## src/ppdh_pkg.sv

```systemverilog
// Shared constants and types for the pulse period, duty and hue monitor.
`default_nettype none

package ppdh_pkg;

	localparam int COUNT_WIDTH_DEF    = 32;
	localparam int DUTY_FRAC_BITS_DEF = 16;
	localparam int OUT_W              = 32;
	localparam int DUTY_OUT_W         = 16;
	localparam int RED_W              = 5;
	localparam int GREEN_W            = 6;
	localparam int BLUE_W             = 5;
	localparam int COLOR_W            = RED_W + GREEN_W + BLUE_W;

	localparam logic [OUT_W-1:0] TPS_RESET = 32'd1000000;
	localparam logic [OUT_W-1:0] OUT_MAX   = 32'hFFFF_FFFF;

	// meter to control: closing edge seen this cycle, counter saturated
	typedef struct packed {
		logic close;
		logic sat;
	} ppdh_meas_t;

endpackage

`default_nettype wire

```

## src/ppdh_meter.sv

```systemverilog
// Edge tracker with saturating period and high-time counters.
`default_nettype none

module ppdh_meter #(
	parameter int COUNT_WIDTH = ppdh_pkg::COUNT_WIDTH_DEF
) (
	input  wire logic                   clk,
	input  wire logic                   arst_n,
	input  wire logic                   step,
	input  wire logic                   level,
	output ppdh_pkg::ppdh_meas_t        meas,
	output logic [COUNT_WIDTH-1:0]      period_cnt,
	output logic [COUNT_WIDTH-1:0]      high_cnt
);

	typedef enum logic [1:0] {
		PH_WAIT_LOW,
		PH_WAIT_RISE,
		PH_HIGH,
		PH_LOW
	} phase_t;

	localparam logic [COUNT_WIDTH-1:0] CNT_MAX = '1;

	phase_t                 phase_q;
	logic [COUNT_WIDTH-1:0] period_q;
	logic [COUNT_WIDTH-1:0] high_q;
	logic                   sat_q;

	always_ff @(posedge clk or negedge arst_n) begin
		if (!arst_n) begin
			phase_q  <= PH_WAIT_LOW;
			period_q <= '0;
			high_q   <= '0;
			sat_q    <= 1'b0;
		end else if (step) begin
			unique case (phase_q)
				PH_WAIT_LOW: begin
					if (!level)
						phase_q <= PH_WAIT_RISE;
				end
				PH_WAIT_RISE: begin
					if (level) begin
						sat_q    <= 1'b0;
						period_q <= COUNT_WIDTH'(1);
						high_q   <= COUNT_WIDTH'(1);
						phase_q  <= PH_HIGH;
					end
				end
				PH_HIGH: begin
					if (period_q == CNT_MAX)
						sat_q <= 1'b1;
					else
						period_q <= period_q + COUNT_WIDTH'(1);
					if (level) begin
						if (high_q == CNT_MAX)
							sat_q <= 1'b1;
						else
							high_q <= high_q + COUNT_WIDTH'(1);
					end else begin
						phase_q <= PH_LOW;
					end
				end
				PH_LOW: begin
					if (level) begin
						// closing rise: counts stay put for the result
						phase_q <= PH_WAIT_LOW;
					end else if (period_q == CNT_MAX) begin
						sat_q <= 1'b1;
					end else begin
						period_q <= period_q + COUNT_WIDTH'(1);
					end
				end
			endcase
		end
	end

	assign meas.close = step && (phase_q == PH_LOW) && level;
	assign meas.sat   = sat_q;
	assign period_cnt = period_q;
	assign high_cnt   = high_q;

endmodule

`default_nettype wire

```

## src/ppdh_serial_div.sv

```systemverilog
// Restoring divider, one quotient bit per cycle.
`default_nettype none

module ppdh_serial_div #(
	parameter int DEN_W = ppdh_pkg::COUNT_WIDTH_DEF,
	parameter int Q_W   = ppdh_pkg::OUT_W
) (
	input  wire logic             clk,
	input  wire logic             arst_n,
	input  wire logic             start,
	input  wire logic [DEN_W-1:0] init_rem,
	input  wire logic [Q_W-1:0]   dividend,
	input  wire logic [DEN_W-1:0] den,
	output logic                  busy,
	output logic [Q_W-1:0]        quotient
);

	localparam int CNT_W = $clog2(Q_W + 1);

	logic [CNT_W-1:0] cnt_q;
	logic [DEN_W-1:0] rem_q;
	logic [DEN_W-1:0] den_q;
	logic [Q_W-1:0]   quo_q;   // dividend bits out at the top, quotient bits in at the bottom

	logic [DEN_W:0]   trial;
	logic [DEN_W:0]   diff;
	logic             ge;

	always_comb begin
		trial = {rem_q, quo_q[Q_W-1]};
		diff  = trial - {1'b0, den_q};
		ge    = trial >= {1'b0, den_q};
	end

	always_ff @(posedge clk or negedge arst_n) begin
		if (!arst_n) begin
			cnt_q <= '0;
		end else if (start) begin
			cnt_q <= CNT_W'(Q_W);
		end else if (cnt_q != '0) begin
			cnt_q <= cnt_q - CNT_W'(1);
		end
	end

	always_ff @(posedge clk) begin
		if (start) begin
			rem_q <= init_rem;
			den_q <= den;
			quo_q <= dividend;
		end else if (cnt_q != '0) begin
			rem_q <= ge ? diff[DEN_W-1:0] : trial[DEN_W-1:0];
			quo_q <= {quo_q[Q_W-2:0], ge};
		end
	end

	assign busy     = (cnt_q != '0);
	assign quotient = quo_q;

endmodule

`default_nettype wire

```

## src/ppdh_hue.sv

```systemverilog
// Two-stage duty to RGB565 hue converter (full saturation and value).
`default_nettype none

module ppdh_hue #(
	parameter int DUTY_FRAC_BITS = ppdh_pkg::DUTY_FRAC_BITS_DEF
) (
	input  wire logic                        clk,
	input  wire logic                        arst_n,
	input  wire logic                        start,
	input  wire logic [DUTY_FRAC_BITS-1:0]   duty,
	output logic                             busy,
	output logic [ppdh_pkg::COLOR_W-1:0]     color
);

	localparam int F = DUTY_FRAC_BITS;

	logic [F+2:0] h6;
	logic         v_s1;
	logic [2:0]   sector_s1;
	logic [F:0]   up_s1;
	logic [F:0]   down_s1;

	logic [F:0]   lr, lg, lb;
	logic [F+5:0] pr, pb;
	logic [F+6:0] pg;
	logic [ppdh_pkg::COLOR_W-1:0] color_s2;

	assign h6 = {1'b0, duty, 2'b00} + {2'b00, duty, 1'b0};

	always_ff @(posedge clk or negedge arst_n) begin
		if (!arst_n)
			v_s1 <= 1'b0;
		else
			v_s1 <= start;
	end

	always_ff @(posedge clk) begin
		if (start) begin
			sector_s1 <= h6[F+2:F];
			up_s1     <= {1'b0, h6[F-1:0]};
			down_s1   <= {1'b1, {F{1'b0}}} - {1'b0, h6[F-1:0]};
		end
	end

	always_comb begin
		lr = '0;
		lg = '0;
		lb = '0;
		unique case (sector_s1)
			3'd0: begin lr = {1'b1, {F{1'b0}}}; lg = up_s1;   lb = '0;                 end
			3'd1: begin lr = down_s1;           lg = {1'b1, {F{1'b0}}}; lb = '0;       end
			3'd2: begin lr = '0;                lg = {1'b1, {F{1'b0}}}; lb = up_s1;    end
			3'd3: begin lr = '0;                lg = down_s1; lb = {1'b1, {F{1'b0}}};  end
			3'd4: begin lr = up_s1;             lg = '0;      lb = {1'b1, {F{1'b0}}};  end
			default: begin lr = {1'b1, {F{1'b0}}}; lg = '0;   lb = down_s1;            end
		endcase
		// level * 31 and level * 63 as shift and subtract
		pr = {lr, 5'b0} - {5'b0, lr};
		pb = {lb, 5'b0} - {5'b0, lb};
		pg = {lg, 6'b0} - {6'b0, lg};
	end

	always_ff @(posedge clk) begin
		if (v_s1)
			color_s2 <= {pr[F+4:F], pg[F+5:F], pb[F+4:F]};
	end

	assign busy  = v_s1;
	assign color = color_s2;

endmodule

`default_nettype wire

```

## src/pulse_period_duty_hue_monitor.sv

```systemverilog
// Top level: pin sampler, serial dividers, hue stage and result register.
//
//  channel  direction  handshake              payload
//  in       input      in_valid / in_stall    level
//  out      output     out_valid / out_stall  period_ticks high_ticks duty_fraction
//                                             frequency_hz hue_color overflowed
//  cfg      input      cfg_valid / cfg_ready  ticks_per_second
//
// While idle, samples that close no period are taken back to back.
// A closing rising edge runs the bit-serial frequency and duty dividers,
// followed by the two-stage hue unit.
// While that runs in_stall is high; a result waiting in the output register
// does not stall input until the next closing edge needs the register.
// Reset clears phase, counters and handshake state; tick rate resets to 1000000.
`default_nettype none

module pulse_period_duty_hue_monitor #(
	parameter int COUNT_WIDTH    = ppdh_pkg::COUNT_WIDTH_DEF,
	parameter int DUTY_FRAC_BITS = ppdh_pkg::DUTY_FRAC_BITS_DEF
) (
	input  wire logic                               clk,
	input  wire logic                               arst_n,
	input  wire logic                               in_valid,
	output logic                                    in_stall,
	input  wire logic                               level,
	output logic                                    out_valid,
	input  wire logic                               out_stall,
	output logic [ppdh_pkg::OUT_W-1:0]              period_ticks,
	output logic [ppdh_pkg::OUT_W-1:0]              high_ticks,
	output logic [ppdh_pkg::DUTY_OUT_W-1:0]         duty_fraction,
	output logic [ppdh_pkg::OUT_W-1:0]              frequency_hz,
	output logic [ppdh_pkg::COLOR_W-1:0]            hue_color,
	output logic                                    overflowed,
	input  wire logic                               cfg_valid,
	output logic                                    cfg_ready,
	input  wire logic [ppdh_pkg::OUT_W-1:0]         ticks_per_second
);

	localparam int F     = DUTY_FRAC_BITS;
	localparam int OW    = ppdh_pkg::OUT_W;
	localparam int EXT_W = (COUNT_WIDTH > OW) ? COUNT_WIDTH : OW;

	typedef enum logic [1:0] {
		ST_IDLE,
		ST_DIV,
		ST_HUE
	} state_t;

	state_t                 state_q;
	logic [OW-1:0]          tps_q;
	logic [F-1:0]           duty_q;

	logic                   in_accept;
	ppdh_pkg::ppdh_meas_t   meas;
	logic [COUNT_WIDTH-1:0] period_cnt;
	logic [COUNT_WIDTH-1:0] high_cnt;

	logic                   duty_busy, freq_busy, hue_busy;
	logic [F-1:0]           duty_quo;
	logic [OW-1:0]          freq_quo;
	logic [ppdh_pkg::COLOR_W-1:0] color;

	logic                   div_done, out_load;
	logic [F-1:0]           duty_sel;
	logic [EXT_W-1:0]       period_ext, high_ext;
	logic                   period_big, high_big;
	logic [F+15:0]          duty_wide;

	logic                   out_valid_q, ovf_q;
	logic [OW-1:0]          period_q, high_q, freq_q;
	logic [ppdh_pkg::DUTY_OUT_W-1:0] frac_q;
	logic [ppdh_pkg::COLOR_W-1:0]    color_q;

	assign in_stall  = (state_q != ST_IDLE);
	assign in_accept = in_valid && !in_stall;
	assign cfg_ready = 1'b1;

	always_ff @(posedge clk or negedge arst_n) begin
		if (!arst_n)
			tps_q <= ppdh_pkg::TPS_RESET;
		else if (cfg_valid && cfg_ready)
			tps_q <= ticks_per_second;
	end

	ppdh_meter #(
		.COUNT_WIDTH(COUNT_WIDTH)
	) u_meter (
		.clk        (clk),
		.arst_n     (arst_n),
		.step       (in_accept),
		.level      (level),
		.meas       (meas),
		.period_cnt (period_cnt),
		.high_cnt   (high_cnt)
	);

	ppdh_serial_div #(
		.DEN_W(COUNT_WIDTH),
		.Q_W  (F)
	) u_duty_div (
		.clk      (clk),
		.arst_n   (arst_n),
		.start    (meas.close),
		.init_rem (high_cnt),
		.dividend ({F{1'b0}}),
		.den      (period_cnt),
		.busy     (duty_busy),
		.quotient (duty_quo)
	);

	ppdh_serial_div #(
		.DEN_W(COUNT_WIDTH),
		.Q_W  (OW)
	) u_freq_div (
		.clk      (clk),
		.arst_n   (arst_n),
		.start    (meas.close),
		.init_rem ({COUNT_WIDTH{1'b0}}),
		.dividend (tps_q),
		.den      (period_cnt),
		.busy     (freq_busy),
		.quotient (freq_quo)
	);

	assign div_done = (state_q == ST_DIV) && !duty_busy && !freq_busy;

	// zero period gives zero duty; high not below period gives all ones
	always_comb begin
		if (period_cnt == '0)
			duty_sel = '0;
		else if (high_cnt >= period_cnt)
			duty_sel = '1;
		else
			duty_sel = duty_quo;
	end

	ppdh_hue #(
		.DUTY_FRAC_BITS(F)
	) u_hue (
		.clk    (clk),
		.arst_n (arst_n),
		.start  (div_done),
		.duty   (duty_sel),
		.busy   (hue_busy),
		.color  (color)
	);

	always_comb begin
		period_ext = EXT_W'(period_cnt);
		high_ext   = EXT_W'(high_cnt);
		period_big = period_ext > EXT_W'(ppdh_pkg::OUT_MAX);
		high_big   = high_ext > EXT_W'(ppdh_pkg::OUT_MAX);
		duty_wide  = {duty_q, 16'b0} >> F;
	end

	assign out_load = (state_q == ST_HUE) && !hue_busy && (!out_valid_q || !out_stall);

	always_ff @(posedge clk or negedge arst_n) begin
		if (!arst_n) begin
			state_q     <= ST_IDLE;
			out_valid_q <= 1'b0;
		end else begin
			unique case (state_q)
				ST_IDLE: if (meas.close) state_q <= ST_DIV;
				ST_DIV:  if (div_done)   state_q <= ST_HUE;
				ST_HUE:  if (out_load)   state_q <= ST_IDLE;
				default: state_q <= ST_IDLE;
			endcase
			if (out_load)
				out_valid_q <= 1'b1;
			else if (!out_stall)
				out_valid_q <= 1'b0;
		end
	end

	always_ff @(posedge clk) begin
		if (div_done)
			duty_q <= duty_sel;
		if (out_load) begin
			period_q <= period_big ? ppdh_pkg::OUT_MAX : period_ext[OW-1:0];
			high_q   <= high_big ? ppdh_pkg::OUT_MAX : high_ext[OW-1:0];
			frac_q   <= duty_wide[15:0];
			freq_q   <= (period_cnt == '0) ? '0 : freq_quo;
			color_q  <= color;
			ovf_q    <= meas.sat || period_big || high_big;
		end
	end

	assign out_valid     = out_valid_q;
	assign period_ticks  = period_q;
	assign high_ticks    = high_q;
	assign duty_fraction = frac_q;
	assign frequency_hz  = freq_q;
	assign hue_color     = color_q;
	assign overflowed    = ovf_q;

	a_busy_stalls: assert property (@(posedge clk) disable iff (!arst_n)
		(duty_busy || freq_busy || hue_busy) |-> in_stall)
		else $error("divider or hue unit busy while input open");

	a_idle_quiet: assert property (@(posedge clk) disable iff (!arst_n)
		(state_q == ST_IDLE) |-> (!duty_busy && !freq_busy && !hue_busy))
		else $error("unit busy in idle state");

	a_close_starts: assert property (@(posedge clk) disable iff (!arst_n)
		meas.close |=> (state_q == ST_DIV && duty_busy && freq_busy))
		else $error("closing edge did not start the dividers");

	a_load_from_hue: assert property (@(posedge clk) disable iff (!arst_n)
		out_load |=> (out_valid && state_q == ST_IDLE))
		else $error("result load did not present a word");

endmodule

`default_nettype wire

```

## config.mk

```make
export PLATFORM = sky130hd
export DESIGN_NAME = pulse_period_duty_hue_monitor
export DESIGN_NICKNAME = d
export VERILOG_FILES = /design/src/ppdh_pkg.sv /design/src/ppdh_meter.sv /design/src/ppdh_serial_div.sv /design/src/ppdh_hue.sv /design/src/pulse_period_duty_hue_monitor.sv
export SDC_FILE = /design/constraint.sdc
export NUM_CORES = 1
export LEC_CHECK = 0
export BUFFER_PORTS_ARGS = -buffer_cell sky130_fd_sc_hd__buf_2
export CORE_MARGIN = 1
export CORE_UTILIZATION = 60
export DETAILED_ROUTE_END_ITERATION = 12
export PLACE_DENSITY_LB_ADDON = 0.1
export SLEW_MARGIN = 20
export SYNTH_ARGS = -nofsm -noshare
export SYNTH_HDL_FRONTEND = slang
export SYNTH_SLANG_ARGS = --single-unit
```

## constraint.sdc

```tcl
create_clock -name clk -period 11.95 [get_ports clk]
set_clock_uncertainty 0.05 [all_clocks]
set_input_delay 1.7925 -clock clk [delete_from_list [all_inputs] [get_ports clk]]
set_output_delay 1.7925 -clock clk [all_outputs]
set_load 0.01 [all_outputs]
```

==> results.md <==
* Crit path DAT at 6060 ps
* Max cap viols at 0
* Post-CTS setup buffers at 0
* First-pass GRT wire length at 95.2 mm
* Share of cells above drive strength 1 at 0.135
* Vias in the first global route at 17.9k
* Drt drc at 0
* Post-synth EDFFs at 288
* Die area at 0.0413 mm²
* Cell Pwr Density at 115 mW/mm²
* Status: finished, final reports clean
* Synthesis-to-layout area growth at 11.9%
* VDD IR max at 0.000125 V
* Fin crit share at 0.484
* Cells taking the most area after synthesis: edfxtp_1 (36%), dfrtp_1 (11%), ha_1 (8.0%)
* CTS tree: yes
* Max-slew violations at 0
* Root Driver: clkbuf_16
* Synth top cells by count: edfxtp_1 (288), nand2_1 (279), nor2_1 (214)
* Die width at 203 µm
* Clock sink total at 450
* Syn nets at 2552
* Req. time, crit path at 12220 ps
* CORE AREA at 0.0398 mm²
* Yosys reg bits at 450
* Final min period at 5790 ps
* Worst skew pair latency at 600 ps
* Maximum number of pins on one net before global-route repair at 131
* Rel. slew slack at 0.266
* H-tree depth at 2
* Cells after synthesis at 2356
* Yosys warning count at 0
* Post-synth design cell area at 0.0243 mm²
* Hold Crit Class: flop to flop
* Wire per inst at 19.5 µm
* CTS Buf Count at 47
* Final-report setup violation count at 0
* Main synth FF type: edfxtp_1
* DRT iter0 DRCs at 1316
* Gr usage total at 0.293
* I/O pins at 170
* Most used cell, CP: inv_1
* Initial Utilization at 0.609
* Post-cts gate resize count at 0
* Max Freq at 173 MHz
* Count leader, synth: edfxtp_1
* Worst-path maximum fanout at 25
* HPWL after detailed placement at 41.7 mm
* Yosys cell types at 87
* Crit path buf inv count at 3
* Total grt overflow at 0
* Initial antenna violation count at 2
* Worst setup EP type: flop
* Worst path max stage delay at 720 ps
* Leak Pwr at 11.2 nW
* Clock tree buffer depth at 3
* Rows at 73
* ANT nets after route at 0
* Post-CTS Hold Fix Bufs at 0
* GP Congestion at 0.937
* Crit path launch type: flop
* Post-synth top area cell: edfxtp_1
* Cell Chain, Critical Path: inv_1, ha_1, nand2_1, nor3_1, a21oi_1, o31ai_1, a21o_1, o21ai_0, inv_1, ha_1, inv_1, fa_1, nor2b_1, nor3_1, o21bai_1, o211ai_1, nand4_1, nor4b_1, nor3b_2, o221ai_1, and4b_1, xnor2_1
* Vias at 18.4k
* CP max-delay cell: a21o_1
* Ant. Diodes at 0
* Actual slew at the worst max-slew pin at 1100 ps
* First-pass detailed-route iteration total at 6
* Post-synth ARST share at 0.253
* Final setup TNS at 0 ps
* Port bufs at 168
* Seq/Total Area, Yosys at 0.514
* Post-synth top area share at 0.356
* Clock Pin Slew Worst Setup and Hold Paths at 60 ps
* Final Util at 0.682
* Hold Violations, Final at 0
* CP delay by family, top: compound AO/OA/AOI/OAI gates
* Syn_area_per_cell at 10.3 µm²
* Kind of critical path: flop to flop
* RSZ-0062 raised after global routing: false
* Die height at 203 µm
* Nets at 2707
* Vias per inst at 5.99
* Final wirelength at 59.8 mm
-- flip-flops by register name (all words and copies together) (netlist names), 32 cells and up --
signal               flops
frequency_hz            32
high_ticks              32
period_ticks            32
tps_q                   32
u_duty_div.den_q        32
u_duty_div.rem_q        32
u_freq_div.quotient     32
u_freq_div.rem_q        32
u_meter.high_cnt        32
u_meter.period_cnt      32
-- cells by family after synthesis --
group,Yosys count,synth area share
adders and majority gates,158,0.0824
other,1,0.000155
AOI/OAI and AO/OA,511,0.132
and+or+nand+nor,826,0.163
buffers and inverters,218,0.0349
DFF,450,0.514
muxes,58,0.0257
xor gates and xnor gates,134,0.0484
-- power breakdown --
part           switching, mW  internal, mW  leakage (nW)
Combinational         0.0217        0.0174          6.01
Clock                  0.626         0.798         0.715
Sequential           0.00662          1.65          4.44
-- path summary, 6_finish.rpt --
| kind | start | end | slack (ps) | depth (start not counted) |
|---|---|---|---|---|
| setup / recovery | u_meter.period_cnt[5]$_DFFE_PN0P_ | u_hue.down_s1[15]$_DFFE_PP_ | 6160 | 22 |
| setup reg to reg | u_meter.period_cnt[5]$_DFFE_PN0P_ | u_hue.down_s1[15]$_DFFE_PP_ | 6160 | 22 |
| hold / removal | duty_q[9]$_DFFE_PP_ | duty_fraction[9]$_DFFE_PP_ | 370 | 0 |
| min in group asynchronous | arst_n | u_meter.sat_q$_DFFE_PN0P_ | 1240 | 1 |
| max in group asynchronous | arst_n | out_valid$_DFFE_PN0P_ | 9240 | 2 |
| hold reg to reg | duty_q[9]$_DFFE_PP_ | duty_fraction[9]$_DFFE_PP_ | 370 | 0 |
-- through the flow --
| step | worst slack (ps) | hold WS [ps] | area, µm² | power (mW) | cells |
|---|---|---|---|---|---|
| final | 6160 | 367 | 27200 | 3.12 | 3075 |
| after global routing | 5630 | 374 | 27200 | 3.21 | 3075 |
| after CTS | 6230 | 366 | 27200 | 3.15 | 3075 |
| after detailed placement | 6280 | 355 | 25700 | 1.73 | 2987 |
| after global placement | 6510 | 351 | 25700 | 1.73 | 2987 |
| after floorplan | 3180 | 350 | 24300 | 1.71 | 2356 |
-- cell usage in the layout (no fill, tap or decap), drive strengths merged, types with 15 or more instances in the layout --
| master | netlist | routed |
|---|---|---|
| nand3 | 46 | 46 |
| a211oi | 30 | 30 |
| a22oi | 19 | 19 |
| a21o | 46 | 46 |
| or2 | 18 | 18 |
| nor2 | 214 | 214 |
| nor4 | 23 | 23 |
| dfxtp | 48 | 48 |
| edfxtp | 288 | 288 |
| and3 | 28 | 28 |
| nand2b | 20 | 20 |
| o21ai | 133 | 133 |
| xnor2 | 77 | 77 |
| clkbuf | 54 | 64 |
| o21a | 15 | 15 |
| ha | 155 | 155 |
| nand4 | 27 | 27 |
| nor2b | 25 | 25 |
| dfrtp | 107 | 107 |
| inv | 135 | 137 |
| nand2 | 279 | 279 |
| and2 | 41 | 41 |
| clkinv | 0 | 17 |
| a21oi | 164 | 164 |
| buf | 29 | 189 |
| mux2 | 34 | 34 |
| nor3 | 48 | 48 |
| mux2i | 24 | 24 |
| xor2 | 57 | 57 |
-- area by class of cell --
type                            count  area (µm²)
Fill cell                        3119       12700
Sequential cell                   450       12500
Multi-Input combinational cell   1688       11000
Clock buffer                       64        1270
Timing Repair Buffer              189        1010
Tap cell                          525         657
Inverter                          135         509
Clock inverter                     24         224
-- layer usage --
layer  GRT usage  part of all wire
met5           0           0.00017
met4      0.0776             0.018
met3      0.0510             0.072
met2       0.458              0.46
met1       0.424              0.45
(Power assumes the default switching activity.)
